## src/mfsgd_ram.sv

```systemverilog
// Generic single-port synchronous RAM, registered read.
`timescale 1ns / 1ps
module mfsgd_ram #(
  parameter int unsigned Aw = 8,
  parameter int unsigned Dw = 16
) (
  input  logic          clk_i,
  input  logic          we_i,
  input  logic [Aw-1:0] addr_i,
  input  logic [Dw-1:0] wdata_i,
  output logic [Dw-1:0] rdata_o
);
  logic [Dw-1:0] mem [2**Aw];
  always_ff @(posedge clk_i) begin
    if (we_i) mem[addr_i] <= wdata_i;
    rdata_o <= mem[addr_i];
  end
endmodule

```

## config.mk

```make
export PLATFORM = sky130hd
export DESIGN_NAME = mfsgd_ram
export DESIGN_NICKNAME = d
export VERILOG_FILES = /design/src/mfsgd_ram.sv
export SDC_FILE = /design/constraint.sdc
export NUM_CORES = 2
export LEC_CHECK = 0
export ABC_AREA = 0
export ABC_CLOCK_PERIOD_IN_PS = 5300
export BUFFER_PORTS_ARGS = -buffer_cell sky130_fd_sc_hd__buf_2
export CORE_MARGIN = 4
export CORE_UTILIZATION = 65
export DETAILED_ROUTE_END_ITERATION = 16
export GPL_TIMING_DRIVEN = 0
export HOLD_SLACK_MARGIN = 0.03
export PLACE_DENSITY_LB_ADDON = 0.12
export SYNTH_ARGS = -nofsm -noshare
export SYNTH_HDL_FRONTEND = slang
export SYNTH_SLANG_ARGS = --single-unit
```

## constraint.sdc

```tcl
create_clock -name clk_i -period 5.3 [get_ports clk_i]
set_clock_uncertainty 0.1 [all_clocks]
set_input_delay 0.795 -clock clk_i [delete_from_list [all_inputs] [get_ports clk_i]]
set_output_delay 0.795 -clock clk_i [all_outputs]
set_load 0.005 [all_outputs]
```

==> qor.yml <==
worst_path_max_delay_cell: "o41ai_1"
path_cells: "clkbuf_1, buf_2, clkbuf_2, buf_1, mux4_2, a22oi_1, a21oi_1, o41ai_1, nand4_1"
synth_common_cells: "edfxtp_1, mux4_2, a22oi_1"
path_buf_inv: 4
drt_iter0_drc: 14100
vdd_drop_max_mv: 0.346
insertion_delay_ps: 1020
io_pins: 42
antenna_found_initial: 32
hold_class: "input pin to register"
yosys.area.top_type: "edfxtp_1"
overflow: 0
place_congestion: 0.970
status: "finished, violations left"
syn_inst: 6727
setup_ws_ps: -290
cts_tree: "built"
synth.most_common_cell: "edfxtp_1"
vias: 79300
seq_area_um2: 123000
dp_hpwl_um: 280000
crit_path_end_kind: "register"
slew_headroom: 0.0146
postCtsSetupBuffers: 0
grtUsageTotal: 0.361
syn-cell-area_um2: 155000
pre_cts_ws_ps: -1590
yosysTopAreaCellShare: 0.791
via_per_inst: 7.31
cp_max_fo: 10
leakagePower_nw: 54.0
synth-seq-cells: 4112
critPathLaunchType: "input pin"
syn-num-nets: 6753
dieArea_um2: 247000
synth_area_leaders: "edfxtp_1, mux4_2, a22oi_1"
cts_root_buffer: "clkbuf_16"
critPathTopFamily: "buffers and inverters"
power_density_nw_per_um2: 378
synthArstFlopShare: 0
die_width_um: 497
grt_max_degree: 144
violations: "negative setup slack"
core_um2: 238000
setup_viol: 109
wl_um: 441000
yosys_warnings: 0
finalHoldViolations: 0
multiInputGateArea_um2: 31100
nNetsFinal: 7386
cts_buffers: 407
synth-main-ff-cell: "edfxtp_1"
synth_edf_count: 4096
finalCriticalPeriod_ps: 5590
worstSetupPathType: "input pin to register"
min_period_over_period: 1.05
grt_pass1_wl_um: 613000
firstDrtPassIters: 9
worstPathArrival_ps: 6170
tightest_slew_ps: 1480
clk_pin_slew_ps: 60
r2r_slack_ps: 1470
synth.avg_cell_area_um2: 23.1
nFillCells: 12600
cts_buffer_depth: 4
cts_sinks: 4112
chipHeight_um: 497
drc: 0
required_ps: 5880
netlist-cell-type-count: 22
setup_tns_ps: -11350
cpPeakStageDelay_ps: 1250
grt_pass1_vias: 77900
area_delta_synth_final_pct: 13.5
detail-route-antenna-nets: 0
rsz0062_at_grt: "no"
synth_seq_area_share: 0.794
cap_violations: 0
numPortBuffers: 37
wl_per_cell_um: 40.7
ctsHtreeMaxLevel: 5
drive_gt1_frac: 0.289
rows: 179
start_util: 0.653
max_freq_mhz: 179
report.final.slew_viol_count: 0
flip-flops by register name, summed over array words and instances, names as in the netlist:
name and flops:
mem 4096, rdata_o 16
final timing paths:
path,from,end,cells after the start
worst max-delay path,addr_i[1],rdata_o[12],9
worst min-delay path,wdata_i[9],mem[222][9],1
worst max register to register,mem[107][12],rdata_o[12],5
worst min register to register,mem[67][15],rdata_o[15],5
worst reg2reg max path: cells and delay by family (launching register included):
kind             cells  cell delay (ps)
multiplexers         1              500
AND/OR/NAND/NOR      1              610
flip-flops           1              360
AO/OA/AOI/OAI        3             1940
per-stage QoR:
step / cell area (µm²) / utilization / hold WS, ps / std cells / power [W]
after CTS: 176000 / 0.741 / 68.2 / 10800 / 0.0667
after detailed placement: 164000 / 0.689 / 874 / 10100 / 0.0399
final: 176000 / 0.742 / 101 / 10800 / 0.0668
after global routing: 176000 / 0.742 / 76.1 / 10800 / 0.0683
after floorplan: 155000 / - / 719 / 6727 / 0.0381
after global placement: 160000 / 0.671 / 862 / 9931 / 0.0398
where the power goes:
part	internal, W	switching (W)	leakage, nW
clock	0.0156	0.0119	6.08
combinational	0.00107	0.00235	10.9
sequential	0.0358	0.0000327	36.9
total	0.0525	0.0142	54.0
placed cells by master (no fill, tap or decap), drive strengths merged:
cell           count
nand4             16
nor2b              7
inv                8
nor3              30
diode             20
a22oi            512
clkbuf           740
dfxtp             16
nand2             28
dlygate4sd3        2
mux4            1024
buf              394
edfxtp          4096
or3                1
clkinvlp          10
o41ai             64
clkdlybuf4s15      1
and2               3
bufinv            30
or2                2
a21oi            256
nand2b             6
nand3             13
nor2             232
clkinv           168
layer usage:
layer,GRT usage,vias up,part of all wire,wire [µm]
met2,0.534,6437,0.46,204000
met4,0.181,20,0.060,26500
met5,0.00251,-,0.00045,198
met3,0.113,1097,0.14,62500
li1,-,30300,-,-
met1,0.496,41400,0.34,148000
area by class of cell:
| type | count | share of cell area |
|---|---|---|
| Antenna cell | 20 | 0.000284 |
| Timing Repair Buffer | 225 | 0.0204 |
| Inverter | 1 | 0.0000213 |
| Clock inverter | 215 | 0.0102 |
| Multi-Input combinational cell | 2194 | 0.177 |
| Buffer | 419 | 0.0111 |
| Tap cell | 3167 | 0.0225 |
| Sequential cell | 4112 | 0.699 |
| Clock buffer | 493 | 0.0602 |
logic make-up after synthesis:
group,synth area share
DFF,0.794
muxes,0.148
and+or+nand+nor,0.00907
buffers and inverters,0.0124
AOI/OAI and AO/OA,0.0366
what timing repair did:
item / 4_1_cts / 5_1_grt
hold buffers: 2 / 0
hold endpoints to repair: 11 / 0
resized for setup: 16 / 20
setup endpoints to repair: 1181 / 334
Note: power is estimated with default switching activity, not from simulation.
